==> src/sv/rspdf_pkg.sv <==
// ----------------------------------------------------------------------------
// rspdf_pkg
// Types, character codes and helpers shared by the serial packet deframer.
// ----------------------------------------------------------------------------
package rspdf_pkg;

    // Deframer phase, one-hot
    typedef enum logic [2:0] {
        PH_IDLE = 3'b001,
        PH_DATA = 3'b010,
        PH_SUM  = 3'b100
    } phase_t;

    // Result event codes
    typedef enum logic [2:0] {
        EV_BYTE  = 3'd0,
        EV_GOOD  = 3'd1,
        EV_BAD   = 3'd2,
        EV_FRAME = 3'd3,
        EV_RETX  = 3'd4,
        EV_ACK   = 3'd5,
        EV_INTR  = 3'd6
    } event_t;

    // Frame error causes
    typedef enum logic [1:0] {
        ERR_DOLLAR_DATA = 2'd0,
        ERR_TOO_LONG    = 2'd1,
        ERR_BAD_HEX     = 2'd2,
        ERR_DOLLAR_SUM  = 2'd3
    } err_cause_t;

    // Input beat kinds
    localparam logic KIND_BYTE = 1'b0;
    localparam logic KIND_SENT = 1'b1;

    // Link characters
    localparam logic [7:0] CH_DOLLAR = 8'h24;
    localparam logic [7:0] CH_HASH   = 8'h23;
    localparam logic [7:0] CH_PLUS   = 8'h2B;
    localparam logic [7:0] CH_MINUS  = 8'h2D;
    localparam logic [7:0] CH_CTRL_C = 8'h03;

    // One result beat
    typedef struct packed {
        event_t     event_res;
        logic [7:0] payload_byte;
        logic [7:0] payload_length;
        logic [7:0] sent_checksum;
        logic [7:0] computed_checksum;
        err_cause_t error_cause;
    } result_t;

    // Hex digit decode result
    typedef struct packed {
        logic       ok;
        logic [3:0] value;
    } hex_t;

    // Decode one ASCII hex digit (either case)
    function automatic hex_t hex_decode(input logic [7:0] c);
        hex_t h;
        logic [7:0] d;
        h = '0;
        d = '0;
        if (c >= 8'h30 && c <= 8'h39) begin
            d       = c - 8'h30;
            h.ok    = 1'b1;
            h.value = d[3:0];
        end else if (c >= 8'h41 && c <= 8'h46) begin
            d       = c - 8'h37;
            h.ok    = 1'b1;
            h.value = d[3:0];
        end else if (c >= 8'h61 && c <= 8'h66) begin
            d       = c - 8'h57;
            h.ok    = 1'b1;
            h.value = d[3:0];
        end
        return h;
    endfunction

endpackage

==> src/sv/rsp_packet_deframer_core.sv <==
// ----------------------------------------------------------------------------
// rsp_packet_deframer_core
// Deframes $payload#hh packets from a debugger serial link, streams payload
// bytes out, checks the checksum and reports ack, nack, Ctrl-C and errors.
// ----------------------------------------------------------------------------
//
//  Channel  | Direction | Handshake          | Payload
//  ---------+-----------+--------------------+-------------------------------
//  s_       | in        | s_valid / s_ready  | kind, rx_byte
//  m_       | out       | m_valid / m_ready  | event, byte, length, checksums,
//           |           |                    | error cause
//  cfg_     | in        | cfg_wr_en          | max_payload_len
//
//  One beat is taken per cycle while s_ready is high; its result (if any)
//  is registered onto m_. The frame state is updated in the accepting cycle.
//  A two-entry output stage (result register plus skid register) lets input
//  flow while one result waits; s_ready drops only when both are full.
//  Reset (aresetn low, synchronous) returns to idle, clears the counters and
//  sets the length limit to 255.
//
module rsp_packet_deframer_core #(
    parameter int PACKET_BUFFER = 256
) (
    input  logic       aclk,
    input  logic       aresetn,

    input  logic       cfg_wr_en,
    input  logic [7:0] cfg_wr_data,

    input  logic       s_valid,
    output logic       s_ready,
    input  logic       s_kind,
    input  logic [7:0] s_rx_byte,

    output logic       m_valid,
    input  logic       m_ready,
    output logic [2:0] m_event_res,
    output logic [7:0] m_payload_byte,
    output logic [7:0] m_payload_length,
    output logic [7:0] m_sent_checksum,
    output logic [7:0] m_computed_checksum,
    output logic [1:0] m_error_cause
);

    localparam logic [7:0] LIMIT_CAP = 8'(PACKET_BUFFER - 1);

    // Frame state
    rspdf_pkg::phase_t phase_reg, phase_next;
    logic [7:0] byte_count_reg, byte_count_next;
    logic [7:0] running_sum_reg, running_sum_next;
    logic [3:0] high_digit_reg, high_digit_next;
    logic       digit_index_reg, digit_index_next;
    logic       ack_pending_reg, ack_pending_next;
    logic [7:0] max_len_reg;

    // Output stage
    rspdf_pkg::result_t out_reg, skid_reg;
    logic               out_valid_reg, skid_valid_reg;

    rspdf_pkg::result_t res;
    logic               res_valid;
    logic               s_fire;
    logic [7:0]         eff_limit;
    rspdf_pkg::hex_t    hex;

    assign s_ready   = !skid_valid_reg;
    assign s_fire    = s_valid && s_ready;
    assign eff_limit = (max_len_reg > LIMIT_CAP) ? LIMIT_CAP : max_len_reg;
    assign hex       = rspdf_pkg::hex_decode(s_rx_byte);

    // Per-beat frame update and result
    always_comb begin
        phase_next       = phase_reg;
        byte_count_next  = byte_count_reg;
        running_sum_next = running_sum_reg;
        high_digit_next  = high_digit_reg;
        digit_index_next = digit_index_reg;
        ack_pending_next = ack_pending_reg;
        res              = '0;
        res_valid        = 1'b0;

        if (s_kind == rspdf_pkg::KIND_SENT) begin
            ack_pending_next = 1'b1;
        end else begin
            unique case (phase_reg)
                rspdf_pkg::PH_DATA: begin
                    if (s_rx_byte == rspdf_pkg::CH_DOLLAR) begin
                        phase_next       = rspdf_pkg::PH_IDLE;
                        byte_count_next  = '0;
                        digit_index_next = 1'b0;
                        ack_pending_next = 1'b0;
                        res.event_res    = rspdf_pkg::EV_FRAME;
                        res.error_cause  = rspdf_pkg::ERR_DOLLAR_DATA;
                        res_valid        = 1'b1;
                    end else if (s_rx_byte == rspdf_pkg::CH_HASH) begin
                        phase_next       = rspdf_pkg::PH_SUM;
                        digit_index_next = 1'b0;
                    end else if (byte_count_reg >= eff_limit) begin
                        phase_next       = rspdf_pkg::PH_IDLE;
                        byte_count_next  = '0;
                        digit_index_next = 1'b0;
                        ack_pending_next = 1'b0;
                        res.event_res    = rspdf_pkg::EV_FRAME;
                        res.error_cause  = rspdf_pkg::ERR_TOO_LONG;
                        res_valid        = 1'b1;
                    end else begin
                        byte_count_next  = byte_count_reg + 8'd1;
                        running_sum_next = running_sum_reg + s_rx_byte;
                        res.event_res    = rspdf_pkg::EV_BYTE;
                        res.payload_byte = s_rx_byte;
                        res_valid        = 1'b1;
                    end
                end
                default: begin
                    if (s_rx_byte == rspdf_pkg::CH_MINUS) begin
                        if (ack_pending_reg) begin
                            res.event_res = rspdf_pkg::EV_RETX;
                            res_valid     = 1'b1;
                        end
                    end else if (s_rx_byte == rspdf_pkg::CH_PLUS) begin
                        if (ack_pending_reg) begin
                            ack_pending_next = 1'b0;
                            res.event_res    = rspdf_pkg::EV_ACK;
                            res_valid        = 1'b1;
                        end
                    end else if (s_rx_byte == rspdf_pkg::CH_DOLLAR) begin
                        if (phase_reg == rspdf_pkg::PH_SUM) begin
                            phase_next       = rspdf_pkg::PH_IDLE;
                            byte_count_next  = '0;
                            digit_index_next = 1'b0;
                            ack_pending_next = 1'b0;
                            res.event_res    = rspdf_pkg::EV_FRAME;
                            res.error_cause  = rspdf_pkg::ERR_DOLLAR_SUM;
                            res_valid        = 1'b1;
                        end else begin
                            phase_next       = rspdf_pkg::PH_DATA;
                            byte_count_next  = '0;
                            running_sum_next = '0;
                            digit_index_next = 1'b0;
                        end
                    end else if (s_rx_byte == rspdf_pkg::CH_CTRL_C) begin
                        res.event_res = rspdf_pkg::EV_INTR;
                        res_valid     = 1'b1;
                    end else if (phase_reg == rspdf_pkg::PH_SUM) begin
                        if (!hex.ok) begin
                            phase_next       = rspdf_pkg::PH_IDLE;
                            byte_count_next  = '0;
                            digit_index_next = 1'b0;
                            ack_pending_next = 1'b0;
                            res.event_res    = rspdf_pkg::EV_FRAME;
                            res.error_cause  = rspdf_pkg::ERR_BAD_HEX;
                            res_valid        = 1'b1;
                        end else if (!digit_index_reg) begin
                            high_digit_next  = hex.value;
                            digit_index_next = 1'b1;
                        end else begin
                            // Second digit: give the verdict
                            phase_next            = rspdf_pkg::PH_IDLE;
                            digit_index_next      = 1'b0;
                            res.payload_length    = byte_count_reg;
                            res.sent_checksum     = {high_digit_reg, hex.value};
                            res.computed_checksum = running_sum_reg;
                            res_valid             = 1'b1;
                            if ({high_digit_reg, hex.value} != running_sum_reg) begin
                                byte_count_next  = '0;
                                ack_pending_next = 1'b0;
                                res.event_res    = rspdf_pkg::EV_BAD;
                            end else begin
                                res.event_res = rspdf_pkg::EV_GOOD;
                            end
                        end
                    end
                end
            endcase
        end
    end

    // Hold frame state; advance on each accepted beat
    always_ff @(posedge aclk) begin
        if (!aresetn) begin
            phase_reg       <= rspdf_pkg::PH_IDLE;
            byte_count_reg  <= '0;
            running_sum_reg <= '0;
            high_digit_reg  <= '0;
            digit_index_reg <= 1'b0;
            ack_pending_reg <= 1'b0;
        end else if (s_fire) begin
            phase_reg       <= phase_next;
            byte_count_reg  <= byte_count_next;
            running_sum_reg <= running_sum_next;
            high_digit_reg  <= high_digit_next;
            digit_index_reg <= digit_index_next;
            ack_pending_reg <= ack_pending_next;
        end
    end

    // Length limit register
    always_ff @(posedge aclk) begin
        if (!aresetn) begin
            max_len_reg <= 8'd255;
        end else if (cfg_wr_en) begin
            max_len_reg <= cfg_wr_data;
        end
    end

    // Output and skid valid flags
    always_ff @(posedge aclk) begin
        if (!aresetn) begin
            out_valid_reg  <= 1'b0;
            skid_valid_reg <= 1'b0;
        end else if (!out_valid_reg || m_ready) begin
            out_valid_reg  <= skid_valid_reg || (s_fire && res_valid);
            skid_valid_reg <= 1'b0;
        end else if (s_fire && res_valid) begin
            skid_valid_reg <= 1'b1;
        end
    end

    // Output and skid payload
    always_ff @(posedge aclk) begin
        if (!out_valid_reg || m_ready) begin
            if (skid_valid_reg) begin
                out_reg <= skid_reg;
            end else begin
                out_reg <= res;
            end
        end else if (s_fire && res_valid) begin
            skid_reg <= res;
        end
    end

    assign m_valid             = out_valid_reg;
    assign m_event_res         = out_reg.event_res;
    assign m_payload_byte      = out_reg.payload_byte;
    assign m_payload_length    = out_reg.payload_length;
    assign m_sent_checksum     = out_reg.sent_checksum;
    assign m_computed_checksum = out_reg.computed_checksum;
    assign m_error_cause       = out_reg.error_cause;

    // Checks
    a_skid_behind_out: assert property (@(posedge aclk) disable iff (!aresetn)
        skid_valid_reg |-> out_valid_reg)
        else $error("skid holds a beat while the result register is empty");

    a_digit_in_sum: assert property (@(posedge aclk) disable iff (!aresetn)
        digit_index_reg |-> (phase_reg == rspdf_pkg::PH_SUM))
        else $error("checksum digit pending outside checksum phase");

    a_frame_clears_ack: assert property (@(posedge aclk) disable iff (!aresetn)
        (s_fire && res_valid && res.event_res == rspdf_pkg::EV_FRAME)
        |=> (!ack_pending_reg && phase_reg == rspdf_pkg::PH_IDLE))
        else $error("frame error did not clear ack wait and phase");

    a_no_drop: assert property (@(posedge aclk) disable iff (!aresetn)
        (out_valid_reg && !m_ready && s_fire && res_valid) |=> skid_valid_reg)
        else $error("result lost while output stalled");

endmodule
==> config.mk <==
export PLATFORM = sky130hd
export DESIGN_NAME = rsp_packet_deframer_core
export DESIGN_NICKNAME = d
export VERILOG_FILES = /design/src/sv/rspdf_pkg.sv /design/src/sv/rsp_packet_deframer_core.sv
export SDC_FILE = /design/constraint.sdc
export NUM_CORES = 1
export LEC_CHECK = 0
export BUFFER_PORTS_ARGS = -buffer_cell sky130_fd_sc_hd__buf_2
export CORE_MARGIN = 1
export CORE_UTILIZATION = 50
export CTS_CLUSTER_DIAMETER = 50
export CTS_CLUSTER_SIZE = 8
export DETAILED_ROUTE_END_ITERATION = 10
export PLACE_DENSITY_LB_ADDON = 0.05
export SLEW_MARGIN = 5
export SYNTH_ARGS = -nofsm -noshare
export SYNTH_HDL_FRONTEND = slang
export SYNTH_SLANG_ARGS = --single-unit
==> constraint.sdc <==
create_clock -name aclk -period 4.8 [get_ports aclk]
set_input_delay 0.24 -clock aclk [delete_from_list [all_inputs] [get_ports aclk]]
set_output_delay 0.24 -clock aclk [all_outputs]
set_load 0.01 [all_outputs]
==> results of run 1 <==
[report_power, final]
part           total [mW]  internal [mW]  leakage (nW)  switching (mW)
Combinational      0.0749         0.0266          1.45          0.0483
Clock               0.583          0.250         0.101           0.334
Sequential          0.996          0.994          1.12         0.00178
[worst min path at each step]
stage	cells after the start	slack, ns	from	end
finish	3	0.06	cfg_wr_data[7]	max_len_reg[7]
global route	3	0.06	cfg_wr_data[0]	max_len_reg[0]
CTS	3	0.06	cfg_wr_data[5]	max_len_reg[5]
detailed placement	3	0.46	cfg_wr_data[7]	max_len_reg[7]
global placement	3	0.45	cfg_wr_data[7]	max_len_reg[7]
floorplan	2	0.37	cfg_wr_data[7]	max_len_reg[7]
[cells in the mapped netlist (3+ instances only)]
library cell | instances | area share
nor3_2 | 3 | 0.0055
o31ai_1 | 4 | 0.0055
clkbuf_1 | 16 | 0.011
a211o_1 | 3 | 0.0048
ha_1 | 19 | 0.043
o22ai_1 | 4 | 0.0046
and2_1 | 31 | 0.035
nor2b_1 | 4 | 0.0046
nand2_1 | 36 | 0.025
and3_1 | 9 | 0.010
o311ai_1 | 5 | 0.0080
a21o_1 | 3 | 0.0041
nor3b_1 | 3 | 0.0041
o21ai_0 | 11 | 0.010
a31oi_1 | 4 | 0.0046
o211ai_1 | 9 | 0.012
nand3_1 | 15 | 0.014
edfxtp_1 | 74 | 0.40
xor2_1 | 5 | 0.0080
mux2_2 | 37 | 0.076
nor4_1 | 3 | 0.0034
nor4_2 | 4 | 0.0091
o21ai_1 | 6 | 0.0055
dfxtp_1 | 35 | 0.13
or2_2 | 3 | 0.0034
xnor2_1 | 6 | 0.0096
nor3_1 | 19 | 0.017
nor2_1 | 30 | 0.020
inv_1 | 17 | 0.012
a21oi_1 | 19 | 0.017
nand4b_1 | 6 | 0.0096
mux2i_1 | 9 | 0.016
nand2b_1 | 6 | 0.0068
[cells by family after synthesis]
logic type / Yosys count / synth area share
and+or+nand+nor: 184 / 0.1879
DFF: 109 / 0.5320
AOI/OAI and AO/OA: 81 / 0.09770
muxes: 46 / 0.09223
buffers and inverters: 36 / 0.02574
adders and majority gates: 20 / 0.04691
xor gates and xnor gates: 11 / 0.01754
[area by class of cell]
type	count	area, µm²	share of cell area
Sequential cell	109	2923	0.4770
Multi-Input combinational cell	342	2435	0.3974
Timing Repair Buffer	64	330.3	0.05391
Tap cell	136	170.2	0.02777
Clock buffer	9	123.9	0.02022
Clock inverter	7	81.33	0.01327
Inverter	17	63.81	0.01041
[tightest hold or removal path, delay by kind of cell]
kind            cells  cell delay (ns)
simple gates        1             0.04
compound gates      1             0.06
buf+inv             1             0.07
[layer usage]
layer  routed length, µm  track usage
met2                5120       0.3336
met5                   0            0
met4                 139      0.07143
met3                 510      0.03161
met1                6056       0.3345
[metrics by stage]
step | setup slack [ns] | instances
2_1_floorplan | 1.022 | 487
3_3_place_gp | 1.593 | 668
3_5_place_dp | 1.568 | 668
4_1_cts | 1.838 | 684
5_1_grt | 1.647 | 684
6_report | 1.831 | 684
==> impl_metrics.yaml, run 1 <==
place:
  io_buffers: 60
  dp_hpwl_um: 8438
  placed_area_mm2: 0.005922
  place_congestion: 0.8492
grt:
  grt_max_degree: 41
  groute.usage.overall: 0.2235
  grt_pass1_vias: 3742
  antenna_found_initial: 0
  grt_pass1_wl_um: 19400
  grt-ovfl-total: 0
critical_path:
  reg2reg_slack_ns: 1.83
  cp-startpoint: "running_sum_reg[4]"
  timing.rr.end: "m_event_res[1]"
  path_max_fanout: 8
  slowest_delay_ns: 0.48
  r2r_cells: 7
  cp_top_family: "simple AND/OR/NAND/NOR gates"
  cp-endpoint: "m_event_res[1]"
  worst_setup_path_end_kind: "flip-flop"
  timing.rr.start: "running_sum_reg[4]"
  worst-path-stages: 7
  cp.buffers_inverters: 0
  cp.required_ns: 4.94
  cp_data_arrival_time_ns: 3.11
  criticalPathCategory: "flip-flop to flip-flop"
  path_cells: "xor2_1 -> nor4_1 -> or4b_1 -> a222oi_1 -> and3_1 -> nor3_2 -> mux2_2"
  slowest_stage: "or4b_1"
  start_kind: "flip-flop"
yosys:
  synth_cell_types: 55
  async_flop_share: 0
  ys.flop_type: "edfxtp_1"
  syn-cell-area_mm2: 0.005494
  syn-num-nets: 529
  syn_inst: 487
  ys_seq_area_frac: 0.5320
  yosys_register_bits: 109
  ys.warnings.count: 0
  synth_edf_count: 74
  synth.avg_cell_area_um2: 11.28
route:
  viasPerCell: 5.716
  route.detailed.drc: 0
  dr.pass1.iters: 4
  vias: 3910
  drtIter0Drc: 253
  drt-total-wl_um: 11830
  wire_per_inst_um: 17.29
  drtAntennaViolNets: 0
clocking:
  clockBufferDepth: 2
  clock_latency_ns: 0.38
  cts-resized-gates: 0
  holdBufCountCts: 0
  clock-sinks: 109
  htree_levels: 3
  cts_tree: "done"
  cts.clk_slew.worst_paths_ns: 0.11
  cts_root_buffer: "clkbuf_8"
  post_cts_buffers: 0
  cts_inserted_buffers: 9
final_layout:
  final_common_cell: "edfxtp_1"
  fill_cells: 891
  final_cell_mix: "74 x edfxtp_1, 60 x buf_2, 37 x mux2_2, 36 x nand2_1, 35 x dfxtp_1"
  nets: 585
  largest_reg_flops: 37
  post-route-util: 0.5830
  final_layout_size_suffix_gt1_frac: 0.2464
  fin_area_mm2: 0.006127
  antenna_cells: 0
  areaGrowthSynthToFinish_pct: 11.52
status:
  outcome: "finished clean"
pwr:
  power_density_mw_per_mm2: 270.0
  vdd_drop_max_v: 0.0001317
  power_mw: 1.654
  leakage_nw: 2.673
die:
  fp-row-count: 37
  start_util: 0.5228
  die_area_mm2: 0.01141
  ios: 61
  core_area_mm2: 0.01051
  die_height_um: 106.8
  fp.dieW_um: 106.8
timing:
  finalHoldViolCount: 0
  finalCritPeriodShare: 0.6185
  drv_slew: 0
  relSlewSlack: 0.3890
  fmax_mhz: 336.8
  setup_viol_count_final: 0
  tightestPinTransition_ns: 0.9095
  whs_ns: 0.06155
  rsz0062_at_grt: "false"
  fin_skew_ns: 0.007608
  finalCriticalPeriod_ns: 2.969
  tns_ns: 0
flow_run:
  maxCapViolCount: 0
hold_path:
  worstHoldPathType: "input pin to flip-flop"
Note: power is estimated with default switching activity, not from simulation.
==> inputs of run 2 (changes only) <==
- clock period: 4.8 -> 2.97 ns (I/O delays scaled with it)
==> run 2 against run 1 <==
Wire length fell by 2.4%. Critical path type unchanged. Cell count rose by 2.9%. Highest routed layer unchanged. Global-route usage fell by 0.33 points. Largest cell class unchanged. Hold slack improved by 0.059 ns. Sequential power rose by 62%.
==> impl_metrics.yaml, run 2 (same netlist as run 1, synthesis figures left out) <==
timing:
  fmax_mhz: 379.0
  whs_ns: 0.1204
  tns_ns: 0
  relSlewSlack: 0.4800
  setup_viol_count_final: 0
  drv_slew: 0
  rsz0062_at_grt: "false"
  finalHoldViolCount: 0
  finalCritPeriodShare: 0.8884
  finalCriticalPeriod_ns: 2.638
  fin_skew_ns: 0.01268
  tightestPinTransition_ns: 0.7792
place:
  io_buffers: 60
  place_congestion: 0.8683
  dp_hpwl_um: 8302
grt:
  grt-ovfl-total: 0
  groute.usage.overall: 0.2203
  grt_max_degree: 38
  grt_pass1_wl_um: 19370
  grt_pass1_vias: 3799
  antenna_found_initial: 0
final_layout:
  multi_input_area_mm2: 0.002440
  register_area_mm2: 0.002923
  final_common_cell: "edfxtp_1"
  nets: 605
  antenna_cells: 0
  fill_cells: 903
  final_cell_mix: "74 x edfxtp_1, 60 x buf_2, 37 x mux2_2, 36 x nand2_1, 35 x dfxtp_1"
  areaGrowthSynthToFinish_pct: 14.53
  post-route-util: 0.5988
  largest_reg_flops: 37
  final_layout_size_suffix_gt1_frac: 0.2588
clocking:
  clockBufferDepth: 2
  clock_latency_ns: 0.38
  clock-sinks: 109
  cts_root_buffer: "clkbuf_8"
  cts-resized-gates: 0
  post_cts_buffers: 0
  cts_inserted_buffers: 9
  cts_tree: "done"
  cts.clk_slew.worst_paths_ns: 0.11
  holdBufCountCts: 8
  htree_levels: 3
die:
  start_util: 0.5228
  die_area_mm2: 0.01141
  die_height_um: 106.8
  core_area_mm2: 0.01051
  fp.dieW_um: 106.8
  fp-row-count: 37
  ios: 61
route:
  drtIter0Drc: 201
  viasPerCell: 5.567
  vias: 3919
  route.detailed.drc: 0
  wire_per_inst_um: 16.40
  dr.pass1.iters: 7
  drt-total-wl_um: 11540
  drtAntennaViolNets: 0
hold_path:
  worstHoldPathType: "input pin to flip-flop"
  worstHoldStart: "aresetn"
critical_path:
  cp.required_ns: 3.10
  start_kind: "flip-flop"
  timing.rr.start: "high_digit_reg[0]"
  worst_setup_path_end_kind: "flip-flop"
  path_max_fanout: 3
  criticalPathCategory: "flip-flop to flip-flop"
  cp-startpoint: "high_digit_reg[0]"
  cp_data_arrival_time_ns: 2.77
pwr:
  power_density_mw_per_mm2: 413.2
  power_mw: 2.600
  vdd_drop_max_v: 0.0002702
  leakage_nw: 2.756
flow_run:
  maxCapViolCount: 0
status:
  outcome: "finished clean"
[run 2: layout make-up]
class	instances	area share
well taps	136	0.02704
inverters	17	0.01014
clock inverters	6	0.008749
flip-flops and latches	109	0.4645
clock buffers	10	0.02028
multi-input cells	342	0.3878
repair buffers	84	0.08153
[run 2: where the power goes]
group	leakage, nW	switching [mW]	internal, mW
combinational	1.55	0.0782	0.0507
sequential	1.12	0.00270	1.61
clock	0.0869	0.539	0.322
[run 2: path summary, 6_finish.rpt]
kind	slack, ns	endpoint	cells after the start
max	0.33	m_event_res[1]	7
min	0.12	max_len_reg[0]	2
max reg2reg	0.33	m_event_res[1]	7
min reg2reg	0.49	max_len_reg[3]	2
[run 2: worst max-delay path, cell delays in order (launching register included)]
cell and delay [ns]:
dfxtp_1 0.35, xor2_1 0.16, nor4_1 0.40, or4b_1 0.47
a222oi_1 0.42, and3_1 0.28, nor3_2 0.06, mux2_2 0.25
[run 2: through the flow]
step | setup WS, ns | area [µm²] | instances
6_report | 0.3316 | 6292 | 704
5_1_grt | 0.1020 | 6292 | 704
4_1_cts | 0.3267 | 6292 | 704
3_5_place_dp | 0.05342 | 6030 | 680
3_3_place_gp | 0.1379 | 6030 | 680
2_1_floorplan | 0.2842 | 5502 | 487
[run 2: routing by layer]
layer,up-vias,part of all wire,global-route usage
met4,0,0.014,0.06654
met2,99,0.44,0.3323
met1,1845,0.50,0.3212
met5,-,0,0
met3,14,0.047,0.04255
li1,1961,-,-
==> inputs of run 3 (changes only) <==
- clock period: 2.97 -> 2.3 ns (I/O delays scaled with it)
==> run 3 against run 2 <==
The run now ends with negative setup slack left. Global-route usage grew 1.4 points. Utilization grew 5.9 points. Total power grew 35%. Largest power group unchanged. Combinational power grew 67%. Critical path type unchanged. Critical path depth grew 1. Sequential share of layout area shrank 4.1 points. Wire length grew 9.5%. Final area grew 9.9%. Critical endpoint unchanged. Clock power grew 42%.
==> impl_metrics.yaml, run 3 (same netlist as run 1, synthesis figures left out) <==
clocking:
  clock_latency_ns: 0.38
  cts_inserted_buffers: 9
  clockBufferDepth: 2
  cts_root_buffer: "clkbuf_8"
  cts_tree: "done"
  cts.clk_slew.worst_paths_ns: 0.11
  htree_levels: 3
  clock-sinks: 109
final_layout:
  stdcell_count: 767
  final_common_cell: "buf_4"
  nets: 668
  areaGrowthSynthToFinish_pct: 25.87
  final_layout_size_suffix_gt1_frac: 0.3534
  largest_reg_flops: 37
  final_cell_mix: "76 x buf_4, 74 x edfxtp_1, 60 x buf_2, 36 x nand2_1, 36 x mux2_2"
  register_area_mm2: 0.002925
  multi_input_area_mm2: 0.002547
  post-route-util: 0.6581
  fill_cells: 807
  antenna_cells: 0
timing:
  fin_skew_ns: 0.02328
  finalHoldViolCount: 0
  fin_ws_ns: -0.1465
  drv_slew: 0
  fmax_mhz: 408.8
  setup_viol_count_final: 11
  finalCriticalPeriod_ns: 2.446
  finalCritPeriodShare: 1.064
  rsz0062_at_grt: "true"
  relSlewSlack: 0.4414
  tns_ns: -0.8421
  tightestPinTransition_ns: 0.8370
die:
  fp-row-count: 37
  ios: 61
  die_height_um: 106.8
  fp.dieW_um: 106.8
  start_util: 0.5228
  die_area_mm2: 0.01141
  core_area_mm2: 0.01051
grt:
  grt_pass1_vias: 4121
  grt-ovfl-total: 0
  antenna_found_initial: 0
  groute.usage.overall: 0.2342
  grt_pass1_wl_um: 20690
  grt_max_degree: 40
place:
  dp.cells: 741
  io_buffers: 60
  place_congestion: 0.9460
  dp_slack_ns: -0.2342
  dp_hpwl_um: 9298
pwr:
  leakage_nw: 3.109
  vdd_drop_max_v: 0.0002549
  power_mw: 3.509
  power_density_mw_per_mm2: 507.4
critical_path:
  cp_data_arrival_time_ns: 2.58
  worst_setup_path_end_kind: "flip-flop"
  path_max_fanout: 2
  slowest_delay_ns: 0.42
  cp.required_ns: 2.44
  start_kind: "flip-flop"
  slowest_stage: "or4b_1"
  path_cells: "xor2_1 -> nor4_2 -> buf_4 -> or4b_1 -> a222oi_1 -> and3_1 -> nor3_2 -> mux2_2"
  criticalPathCategory: "flip-flop to flip-flop"
hold_path:
  worstHoldPathType: "input pin to flip-flop"
route:
  drtIter0Drc: 324
  drtAntennaViolNets: 0
  viasPerCell: 5.583
  route.detailed.drc: 0
  dr.pass1.iters: 8
  vias: 4282
  wire_per_inst_um: 16.49
  drt-total-wl_um: 12650
status:
  violations: "negative setup slack"
  outcome: "complete, but fails checks"
flow_run:
  maxCapViolCount: 0
==> run 3: worst max-delay path, delay by kind of cell (launching register included) <==
kind / cells / cell delay, ns
buffers and inverters: 1 / 0.15
AO/OA/AOI/OAI: 1 / 0.28
XOR/XNOR: 1 / 0.17
flip-flops: 1 / 0.33
AND/OR/NAND/NOR: 4 / 1.03
multiplexers: 1 / 0.25
==> run 3: worst paths after layout <==
| kind | startpoint | to | slack (ns) | depth (start not counted) |
|---|---|---|---|---|
| worst min-delay path | aresetn | max_len_reg[0] | 0.1 | 2 |
| worst max-delay path | high_digit_reg[0] | m_event_res[1] | -0.15 | 8 |
| worst min register to register | max_len_reg[2] | max_len_reg[2] | 0.49 | 2 |
| worst max register to register | high_digit_reg[0] | m_event_res[1] | -0.15 | 8 |
==> run 3: area by class of cell <==
cell class	count	area share
flip-flops and latches	109	0.4230
multi-input cells	342	0.3684
repair buffers	147	0.1449
well taps	136	0.02461
clock buffers	9	0.01791
clock inverters	7	0.01194
inverters	17	0.009227
==> run 3: what timing repair did <==
item / in CTS / in global routing
pin swaps: 2 / 2
gates resized for setup: 4 / 11
buffers inserted: 1 / 1
hold endpoints to repair: 8 / 0
cloned: 0 / 0
hold buffers: 8 / 0
setup endpoints to repair: 19 / 40
==> run 3: metrics by stage <==
stage | hold WS (ns) | cell area [µm²]
2_1_floorplan | 0.2412 | 5539
3_3_place_gp | 0.3285 | 6538
3_5_place_dp | 0.3377 | 6538
4_1_cts | 0.08744 | 6847
5_1_grt | 0.1010 | 6915
6_report | 0.09599 | 6915
==> run 3: layer usage <==
layer,global-route usage,part of all wire,vias up
met3,0.03769,0.053,26
met1,0.3463,0.49,2025
met5,0,0,-
met2,0.3465,0.44,145
met4,0.08415,0.020,0
li1,-,-,2086
==> run 3: power breakdown <==
part / total, mW / switching, mW / internal, mW
registers: 2.08 / 0.00394 / 2.08
logic: 0.215 / 0.117 / 0.0973
clock network: 1.22 / 0.694 / 0.521
